**config.mk**
```make
export PLATFORM = sky130hd
export DESIGN_NAME = aes_front
export DESIGN_NICKNAME = d
export VERILOG_FILES = /design/src/sv/aes_pkg.sv /design/src/sv/aes_front.sv
export SDC_FILE = /design/constraint.sdc
export NUM_CORES = 1
export LEC_CHECK = 0
export BUFFER_PORTS_ARGS = -buffer_cell sky130_fd_sc_hd__buf_2
export CAP_MARGIN = 15
export CORE_UTILIZATION = 47
export DETAILED_ROUTE_END_ITERATION = 12
export PLACE_DENSITY = 0.75
export SLEW_MARGIN = 20
export SYNTH_ARGS = -nofsm -noshare
export SYNTH_HDL_FRONTEND = slang
export SYNTH_SLANG_ARGS = --single-unit
```
**constraint.sdc**
```tcl
create_clock -name aclk -period 6.69 [get_ports aclk]
set_input_delay 0 -clock aclk [delete_from_list [all_inputs] [get_ports aclk]]
set_output_delay 0 -clock aclk [all_outputs]
set_load 0.03 [all_outputs]
```
**src/sv/aes_pkg.sv**
```systemverilog
// AES block encryption package: sizes, item types and round functions.
// No dependencies; used by aes_front, aes_engine and the top level.
`timescale 1ns / 1ps

package aes_pkg;

    localparam int ROUND_COUNT_DEF = 10;
    localparam int ROUND_COUNT_MAX = 14;
    localparam int BLOCK_W = 128;
    localparam int SLOT_W = 4;
    localparam int QUEUE_DEPTH = 2;

    typedef enum logic {
        OP_KEY_LOAD = 1'b0,
        OP_ENCRYPT  = 1'b1
    } opcode_t;

    // Item passed from the front end to the round engine
    typedef struct packed {
        opcode_t              op;
        logic [SLOT_W-1:0]    slot;
        logic [BLOCK_W-1:0]   data;
    } item_t;

    typedef enum logic [1:0] {
        ST_IDLE  = 2'd0,
        ST_FETCH = 2'd1,
        ST_ROUND = 2'd2,
        ST_OUT   = 2'd3
    } eng_state_t;

    function automatic logic [7:0] sbox(input logic [7:0] a);
        logic [7:0] t [256];
        t = '{
        8'h63,8'h7c,8'h77,8'h7b,8'hf2,8'h6b,8'h6f,8'hc5,8'h30,8'h01,8'h67,8'h2b,8'hfe,8'hd7,8'hab,8'h76,
        8'hca,8'h82,8'hc9,8'h7d,8'hfa,8'h59,8'h47,8'hf0,8'had,8'hd4,8'ha2,8'haf,8'h9c,8'ha4,8'h72,8'hc0,
        8'hb7,8'hfd,8'h93,8'h26,8'h36,8'h3f,8'hf7,8'hcc,8'h34,8'ha5,8'he5,8'hf1,8'h71,8'hd8,8'h31,8'h15,
        8'h04,8'hc7,8'h23,8'hc3,8'h18,8'h96,8'h05,8'h9a,8'h07,8'h12,8'h80,8'he2,8'heb,8'h27,8'hb2,8'h75,
        8'h09,8'h83,8'h2c,8'h1a,8'h1b,8'h6e,8'h5a,8'ha0,8'h52,8'h3b,8'hd6,8'hb3,8'h29,8'he3,8'h2f,8'h84,
        8'h53,8'hd1,8'h00,8'hed,8'h20,8'hfc,8'hb1,8'h5b,8'h6a,8'hcb,8'hbe,8'h39,8'h4a,8'h4c,8'h58,8'hcf,
        8'hd0,8'hef,8'haa,8'hfb,8'h43,8'h4d,8'h33,8'h85,8'h45,8'hf9,8'h02,8'h7f,8'h50,8'h3c,8'h9f,8'ha8,
        8'h51,8'ha3,8'h40,8'h8f,8'h92,8'h9d,8'h38,8'hf5,8'hbc,8'hb6,8'hda,8'h21,8'h10,8'hff,8'hf3,8'hd2,
        8'hcd,8'h0c,8'h13,8'hec,8'h5f,8'h97,8'h44,8'h17,8'hc4,8'ha7,8'h7e,8'h3d,8'h64,8'h5d,8'h19,8'h73,
        8'h60,8'h81,8'h4f,8'hdc,8'h22,8'h2a,8'h90,8'h88,8'h46,8'hee,8'hb8,8'h14,8'hde,8'h5e,8'h0b,8'hdb,
        8'he0,8'h32,8'h3a,8'h0a,8'h49,8'h06,8'h24,8'h5c,8'hc2,8'hd3,8'hac,8'h62,8'h91,8'h95,8'he4,8'h79,
        8'he7,8'hc8,8'h37,8'h6d,8'h8d,8'hd5,8'h4e,8'ha9,8'h6c,8'h56,8'hf4,8'hea,8'h65,8'h7a,8'hae,8'h08,
        8'hba,8'h78,8'h25,8'h2e,8'h1c,8'ha6,8'hb4,8'hc6,8'he8,8'hdd,8'h74,8'h1f,8'h4b,8'hbd,8'h8b,8'h8a,
        8'h70,8'h3e,8'hb5,8'h66,8'h48,8'h03,8'hf6,8'h0e,8'h61,8'h35,8'h57,8'hb9,8'h86,8'hc1,8'h1d,8'h9e,
        8'he1,8'hf8,8'h98,8'h11,8'h69,8'hd9,8'h8e,8'h94,8'h9b,8'h1e,8'h87,8'he9,8'hce,8'h55,8'h28,8'hdf,
        8'h8c,8'ha1,8'h89,8'h0d,8'hbf,8'he6,8'h42,8'h68,8'h41,8'h99,8'h2d,8'h0f,8'hb0,8'h54,8'hbb,8'h16};
        return t[a];
    endfunction

    function automatic logic [7:0] xtime(input logic [7:0] a);
        return {a[6:0], 1'b0} ^ (a[7] ? 8'h1b : 8'h00);
    endfunction

    // Byte i of the block sits in bits 127-8i .. 120-8i
    function automatic logic [7:0] get_byte(input logic [BLOCK_W-1:0] s, input int i);
        return s[BLOCK_W-1-8*i -: 8];
    endfunction

    // SubBytes, ShiftRows and optionally MixColumns of one round
    function automatic logic [BLOCK_W-1:0] round_fn(input logic [BLOCK_W-1:0] s,
                                                    input logic mix);
        logic [7:0] t [16];
        logic [7:0] all;
        logic [BLOCK_W-1:0] r;
        for (int c = 0; c < 4; c++) begin
            for (int k = 0; k < 4; k++) begin
                t[k + 4*c] = sbox(get_byte(s, k + 4*((c + k) & 3)));
            end
        end
        for (int c = 0; c < 4; c++) begin
            all = t[4*c] ^ t[4*c+1] ^ t[4*c+2] ^ t[4*c+3];
            for (int k = 0; k < 4; k++) begin
                r[BLOCK_W-1-8*(k+4*c) -: 8] = mix
                    ? (t[4*c+k] ^ all ^ xtime(t[4*c+k] ^ t[4*c+((k+1)&3)]))
                    : t[4*c+k];
            end
        end
        return r;
    endfunction

endpackage

```
**src/sv/aes_front.sv**
```systemverilog
// Front end: accepts transactions, drops out-of-range key loads, queues items.
// Depends on aes_pkg.
`timescale 1ns / 1ps

module aes_front #(
    parameter int ROUND_COUNT = aes_pkg::ROUND_COUNT_DEF
) (
    input  logic            aclk,
    input  logic            aresetn,
    input  logic            in_valid,
    output logic            in_ready,
    input  aes_pkg::item_t  in_item,
    output logic            q_valid,
    input  logic            q_ready,
    output aes_pkg::item_t  q_item
);

    localparam int D = aes_pkg::QUEUE_DEPTH;

    aes_pkg::item_t   buf_reg [D];
    logic             wp_reg, rp_reg;
    logic [1:0]       cnt_reg;
    logic             push, pop, keep;

    // Key loads beyond the last slot are consumed without effect
    assign keep = (in_item.op == aes_pkg::OP_ENCRYPT) ||
                  ({1'b0, in_item.slot} <= 5'(ROUND_COUNT));
    assign in_ready = (cnt_reg != 2'(D));
    assign push = in_valid && in_ready && keep;
    assign q_valid = (cnt_reg != 2'd0);
    assign pop = q_valid && q_ready;
    assign q_item = buf_reg[rp_reg];

    always_ff @(posedge aclk) begin
        if (push) begin
            buf_reg[wp_reg] <= in_item;
        end
    end

    // Queue pointers and fill count
    always_ff @(posedge aclk) begin
        if (!aresetn) begin
            wp_reg <= 1'b0;
            rp_reg <= 1'b0;
            cnt_reg <= 2'd0;
        end else begin
            if (push) wp_reg <= ~wp_reg;
            if (pop) rp_reg <= ~rp_reg;
            cnt_reg <= cnt_reg + 2'(push) - 2'(pop);
        end
    end

endmodule

```
; Yosys cells after proc, flatten, opt, wreduce, memory -nomap -nowiden
; Memories as Yosys holds them, arrays and structs flattened. A register that Yosys moved wholly into a read port is not among the register bits.
; Cells that the tools add are included.
[op_classes]
n_addsub = 2
order_cmp = 1
n_eq_ne = 1
muxes = 4
bitwise = 2
reduce_logical = 5
[ops]
columns = operator, count
row1 = "less-or-equal comparator 4 bit, second input constant", 1
row2 = 2-to-1 mux 1 bit, 4
row3 = logical AND 1 bit, 3
row4 = adder 2 x 1 -> 2 bit, 1
row5 = "inequality test 2 bit, second input constant", 1
row6 = inverter 1 bit, 2
row7 = nonzero test 2 bit, 1
row8 = subtractor 2 x 1 -> 2 bit, 1
row9 = logical OR 1 bit, 1
[word_totals]
ff_bits = 4
mem_bits_rw = 266
inputBits = 137
out_inout_bits = 135
elab_cells = 19
mem_count = 1
[mem_list]
columns = name, depth, word_bits, rd, rd_ports_with_merged_regs, wr, line
row1 = buf_reg, 2, 133, 1, 1, 1, aes_front.sv:20  ; aes_pkg::item_t buf_reg [D];

; Depth between registers and ports, before layout
; Gate-level depths: netlist of the first run.
[logic_depth]
word_depth = 5
ltp_mapped = 8

; Least setup slack after synthesis of the first run
; OpenSTA, ideal clock, no wires.
[synth_timing]
kind = reg2reg
startpoint = register cnt_reg[0]
endpoint = memory buf_reg[0][0] in the netlist's numbering (enable)
setup_ps = 628
arrival_time_ps = 6448
path_slack_ps = -385
stages_incl_launch_ff = 4
path_buffers = 0
period_less_slack_ps = 7075
path_cell_list = dfxtp_1 -> nand2b_1 -> o311ai_4 -> nor2_1
[synth_between]
elab_chain_cells = 5
[synth_rtl]
columns = item, line
row1 = start: declaration, aes_front.sv:22  ; logic [1:0] cnt_reg;
row2 = start signal: assignment, aes_front.sv:49  ; cnt_reg <= cnt_reg + 2'(push) - 2'(pop);
row3 = inequality test 2 bit, aes_front.sv:28  ; assign in_ready = (cnt_reg != 2'(D));
row4 = via in_ready, aes_front.sv:11  ; output logic in_ready,
row5 = logical AND 1 bit (2 in series), aes_front.sv:29  ; assign push = in_valid && in_ready && keep;
row6 = 2-to-1 mux 1 bit, aes_front.sv:35  ; if (push) begin
row7 = 2-to-1 mux 1 bit (not written as such), aes_front.sv:36  ; buf_reg[wp_reg] <= in_item;
row8 = end: declaration, aes_front.sv:20
; The timed path passes the listed nets, and every way through them passes these cells.

==> metrics.csv, run 1 <==
metric,value,unit
nets@finish,1007,
layout cells sized above 1,0.509,
CTS Buffer Depth,3,
CTS tree,done,
Clock Skew,0.0166,ns
Post-DP HPWL,12.3,mm
fmax,375,MHz
WL per Instance,17.7,µm
DR iter-0 viols,253,
vias in the first global route,6162,
Synthesis Warnings,0,
Comb pwr share,0.307,
H-Tree Depth,1,
die width,149,µm
first-pass GRT wire length,30.9,mm
PD cells,373,nW/µm²
final worst path period need,2.67,ns
final wirelength,20.7,mm
Num CTS Buffers,26,
sequential-to-total area share from yosys stat,0.797,
Net Sw Frac,0.317,
max reg flops,266,
Max Cap Violations,0,
Buffers on Ports,271,
Seq pwr share,0.424,
initial antenna violation count,3,
via count,5673,
Hold Slack,0.200,ns
Worst-path clk slew,0.06,ns
row cnt,53,
outcome,finished clean,
Mapped Area,10100,µm²
largest net degree at the start of global routing,83,
CTS sink cnt,271,
NetSw,0.00165,W
synthesized area per cell,23.0,µm²
core box area,21100,µm²
WP data arrival,2.67,ns
drc violations,0,
final global-route overflow total,0,
post-route antenna net violation count,0,
Vias/cell,4.87,
Post-Syn Instances,441,
drt first pass iters,5,
worst-skew pair later-pin latency,0.52,ns
Final WS setup,4.02,ns
Hold Crit Class,in2reg,
P_leak,5.39,nW
Slew HR,0.465,
dpl ws,4.53,ns
RSZ-0062 raised after global routing,false,
number of fillers in the final layout,1383,
Slew @ Worst Pin,0.802,ns
Int Power,0.00356,W
Yosys cell types,19,
WP data required,6.69,ns
die area,22200,µm²
Setup TNS Final,0,ns
Syn Nets,580,
Initial Utilization,0.481,
Final Max Slew Viols,0,
Final Hold Vio Count,0,
crit start category,flip-flop,
num ports,272,
Setup crit end kind,output pin,
crit share post-route,0.399,
# setup viols final,0,
routability cong.,0.718,
CP Class,reg2out,
clock network power share,0.269,
Die H,149,µm
VDD IR max,225,µV
Yosys reg bits,271,
Worst Path Max Fanout,47,
All-Layer GR Usage,0.181,
Clk Tree Root Cell,clkbuf_16,
Area Overhead vs Synth,38.0,%
-- layout make-up --
type,instances,area (µm²),area share
Antenna cell,2,5.00,0.000358
Clock buffer,33,698,0.0499
Clock inverter,15,123,0.00876
Inverter,3,11.3,0.000805
Multi-Input combinational cell,152,1930,0.138
Sequential cell,271,8090,0.578
Tap cell,275,344,0.0246
Timing Repair Buffer,414,2790,0.200
-- stage by stage --
| step | total power, W | utilization | cells | area (µm²) |
|---|---|---|---|---|
| 2_1_floorplan | 0.00344 | - | 441 | 10100 |
| 3_3_place_gp | 0.00375 | 0.558 | 978 | 11800 |
| 3_5_place_dp | 0.00378 | 0.558 | 978 | 11800 |
| 4_1_cts | 0.00524 | 0.662 | 1162 | 14000 |
| 5_1_grt | 0.00541 | 0.664 | 1164 | 14000 |
| 6_report | 0.00521 | 0.664 | 1165 | 14000 |
-- synth_stat cells --
| library cell | n | area [µm²] |
|---|---|---|
| buf_2 | 6 | 30.0 |
| ha_1 | 2 | 25.0 |
| xnor2_1 | 3 | 26.3 |
| mux2_4 | 70 | 1050 |
| nor2_1 | 2 | 7.51 |
| inv_1 | 3 | 11.3 |
| o311ai_4 | 1 | 26.3 |
| edfxtp_1 | 266 | 7990 |
| nand2_1 | 2 | 7.51 |
| a21oi_1 | 1 | 5.00 |
| buf_6 | 9 | 101 |
| mux2_2 | 63 | 709 |
| nand2b_1 | 1 | 6.26 |
| and2_1 | 2 | 12.5 |
| or2_2 | 1 | 6.26 |
| o21a_1 | 1 | 7.51 |
| mux2i_1 | 1 | 10.0 |
| dfxtp_1 | 5 | 100 |
| nor2b_1 | 2 | 12.5 |
-- logic make-up (layout without fill, tap and decap cells) --
kind of cell | after synthesis | in the layout | synth area share
adders and majority gates | 2 | 2 | 0.00247
AOI/OAI and AO/OA | 3 | 3 | 0.00382
other | 0 | 2 | 0
DFF | 271 | 271 | 0.797
and+or+nand+nor | 10 | 10 | 0.00518
muxes | 134 | 134 | 0.175
xor gates and xnor gates | 3 | 3 | 0.00259
buffers and inverters | 18 | 465 | 0.0141
-- cells in the final DEF, fill, tap and decap left out, drive strengths merged, types with 3 or more instances in the layout --
cell         count
buf            278
clkbuf          33
clkinv          11
dfxtp            5
dlygate4sd3    136
edfxtp         266
inv              3
mux2           133
xnor2            3
-- power groups by stage --
stage / Sequential (W) / Clock, W / Combinational (W)
global placement: 0.00224 / 0 / 0.00151
finish: 0.00221 / 0.00140 / 0.00160
floorplan: 0.00224 / 0 / 0.00121
CTS: 0.00222 / 0.00142 / 0.00160
detailed placement: 0.00225 / 0 / 0.00153
global route: 0.00223 / 0.00149 / 0.00168
-- timing repair --
item                       CTS  global route
setup buffers                0             0
setup endpoints to repair    0             0
hold endpoints to repair   271             0
gates resized for setup      0             0
hold buffers               136             0
-- routing by layer --
layer,GRT usage,wire length (µm),vias to the layer above
li1,-,-,2604
met1,0.208,7960,2795
met2,0.327,10600,237
met3,0.0511,1550,35
met4,0.0531,523,2
met5,0,12,-
-- worst max-delay path: stages, from the launching register on --
cell and delay [ns]:
dfxtp_4 0.76, buf_4 0.72, mux2_2 0.41, buf_2 0.18
-- path summary, 6_finish.rpt --
| path | from | to | slack [ns] | depth (start not counted) |
|---|---|---|---|---|
| max | flip-flop | q_item[132] | 4.02 | 3 |
| min | in_item[51] | buf_reg[1][51] | 0.20 | 2 |
| max reg2reg | cnt_reg[0] | buf_reg[0][117] | 4.77 | 4 |
| min reg2reg | rp_reg | flip-flop | 0.54 | 2 |
No activity file was read; power rests on OpenSTA's default activity.
==> run 2: changes to the inputs <==
--- a/config.mk
+++ b/config.mk
@@ -7,9 +7,9 @@
 export LEC_CHECK = 0
 export BUFFER_PORTS_ARGS = -buffer_cell sky130_fd_sc_hd__buf_2
 export CAP_MARGIN = 15
-export CORE_UTILIZATION = 47
+export CORE_UTILIZATION = 52
 export DETAILED_ROUTE_END_ITERATION = 12
-export PLACE_DENSITY = 0.75
+export PLACE_DENSITY = 0.79
 export SLEW_MARGIN = 20
 export SYNTH_ARGS = -nofsm -noshare
 export SYNTH_HDL_FRONTEND = slang
==> constraint.sdc (replaced) <==
create_clock -name aclk -period 2.7 [get_ports aclk]
set_input_delay 0 -clock aclk [delete_from_list [all_inputs] [get_ports aclk]]
set_output_delay 0 -clock aclk [all_outputs]
set_load 0.03 [all_outputs]
==> metrics.csv, run 2 (synthesis gave the netlist of run 1 again) <==
metric,value,unit
row cnt,50,
CTS tree,done,
family with the most delay on the worst path,buffers and inverters,
CTS Buffer Depth,3,
crit share post-route,0.762,
Initial Utilization,0.537,
Final Hold Vio Count,0,
vias in the first global route,6128,
via count,5710,
layout cells sized above 1,0.507,
worst-skew pair later-pin latency,0.52,ns
RSZ-0062 raised after global routing,false,
Post-DP HPWL,12.4,mm
crit path cell chain,buf_4 -> mux2_2 -> buf_2,
"most common cell after layout, fill and taps aside",buf_2,
Max Cap Violations,0,
# Post-CTS Setup Buffers,0,
Area Overhead vs Synth,38.0,%
# setup viols final,0,
Clock Skew,0.00948,ns
DR iter-0 viols,317,
first-pass GRT wire length,32.5,mm
VDD IR max,652,µV
Hold Crit Class,in2reg,
core box area,18900,µm²
post-route antenna net violation count,0,
die area,20100,µm²
reg-to-reg setup timing slack,0.81,ns
Worst-path clk slew,0.06,ns
critical path's largest stage delay,0.52,ns
nets@finish,1008,
Clk Tree Root Cell,clkbuf_16,
Final Max Slew Viols,0,
hold_buf cts,137,
Slew @ Worst Pin,0.859,ns
crit start category,flip-flop,
routability cong.,0.745,
outcome,finished clean,
CP max stage cell,dfxtp_4,
drt first pass iters,5,
WL per Instance,18.8,µm
fmax,486,MHz
CTS sink cnt,271,
DP Area,11800,µm²
final worst path period need,2.06,ns
post-CTS resize count,0,
Slew HR,0.427,
Buffers on Ports,271,
Total Power,0.0130,W
largest net degree at the start of global routing,134,
Setup crit end kind,output pin,
WP data required,2.70,ns
ANT cells,0,
drc violations,0,
die width,142,µm
final global-route overflow total,0,
CP Class,reg2out,
P_leak,5.39,nW
H-Tree Depth,1,
WP data arrival,2.06,ns
Die H,142,µm
Vias/cell,4.98,
Worst Path Max Fanout,27,
Num CTS Buffers,27,
"Design Area, Final",14000,µm²
final wirelength,21.6,mm
max reg flops,266,
most frequent cells in the layout,"buf_2, edfxtp_1, dlygate4sd3_1",
num ports,272,
PD cells,931,nW/µm²
initial antenna violation count,0,
Crit path buffers/inverters,2,
All-Layer GR Usage,0.215,
-- run 2: cell count changes in the layout (fill, tap and decap cells not counted), moves of 2 or more --
cell	previous run	this run
buf_12	0	4
buf_4	5	2
clkbuf_1	6	9
clkinv_2	5	3
diode_2	2	0
-- run 2: where the power goes --
group / total (W) / switching [W] / internal [W]
Combinational: 0.00412 / 0.00253 / 0.00160
Clock: 0.00348 / 0.00146 / 0.00202
Sequential: 0.00544 / 0.000179 / 0.00526
Total: 0.0130 / 0.00416 / 0.00888
-- run 2: final timing paths --
| kind | from | cells past startpoint | endpoint |
|---|---|---|---|
| max | flip-flop | 3 | q_item[18] |
| min | in_item[8] | 2 | buf_reg[0][8] |
| max reg2reg | cnt_reg[0] | 4 | buf_reg[0][85] |
| min reg2reg | wp_reg | 2 | wp_reg |
-- run 2: layer usage --
metal,part of all wire,up-vias,wire [µm],GRT usage
met5,0,-,0,0
met4,0.024,0,520,0.0679
met3,0.079,42,1710,0.0540
met2,0.52,285,11200,0.384
met1,0.38,2778,8150,0.254
li1,-,2605,-,-
-- run 2: layout make-up --
cell class                 count  area [µm²]
clock buffer                  36         709
clock inverter                11         101
fill                        1098        4890
inverter                       3        11.3
multi-input combinational    152        1940
sequential                   271        8090
tap                          260         325
timing repair buffer         414        2820
-- run 2: metrics by stage --
step                setup TNS [ns]  worst slack (ns)   util  cells  hold slack, ns
finish                           0             0.642  0.741   1147           0.212
global route                     0             0.558  0.741   1147           0.200
detailed placement               0             0.873  0.625    963           0.191
global placement                 0             0.916  0.625    963           0.187
floorplan                  -106.32            -0.411      -    441          0.0989
CTS                              0             0.608  0.741   1147           0.183
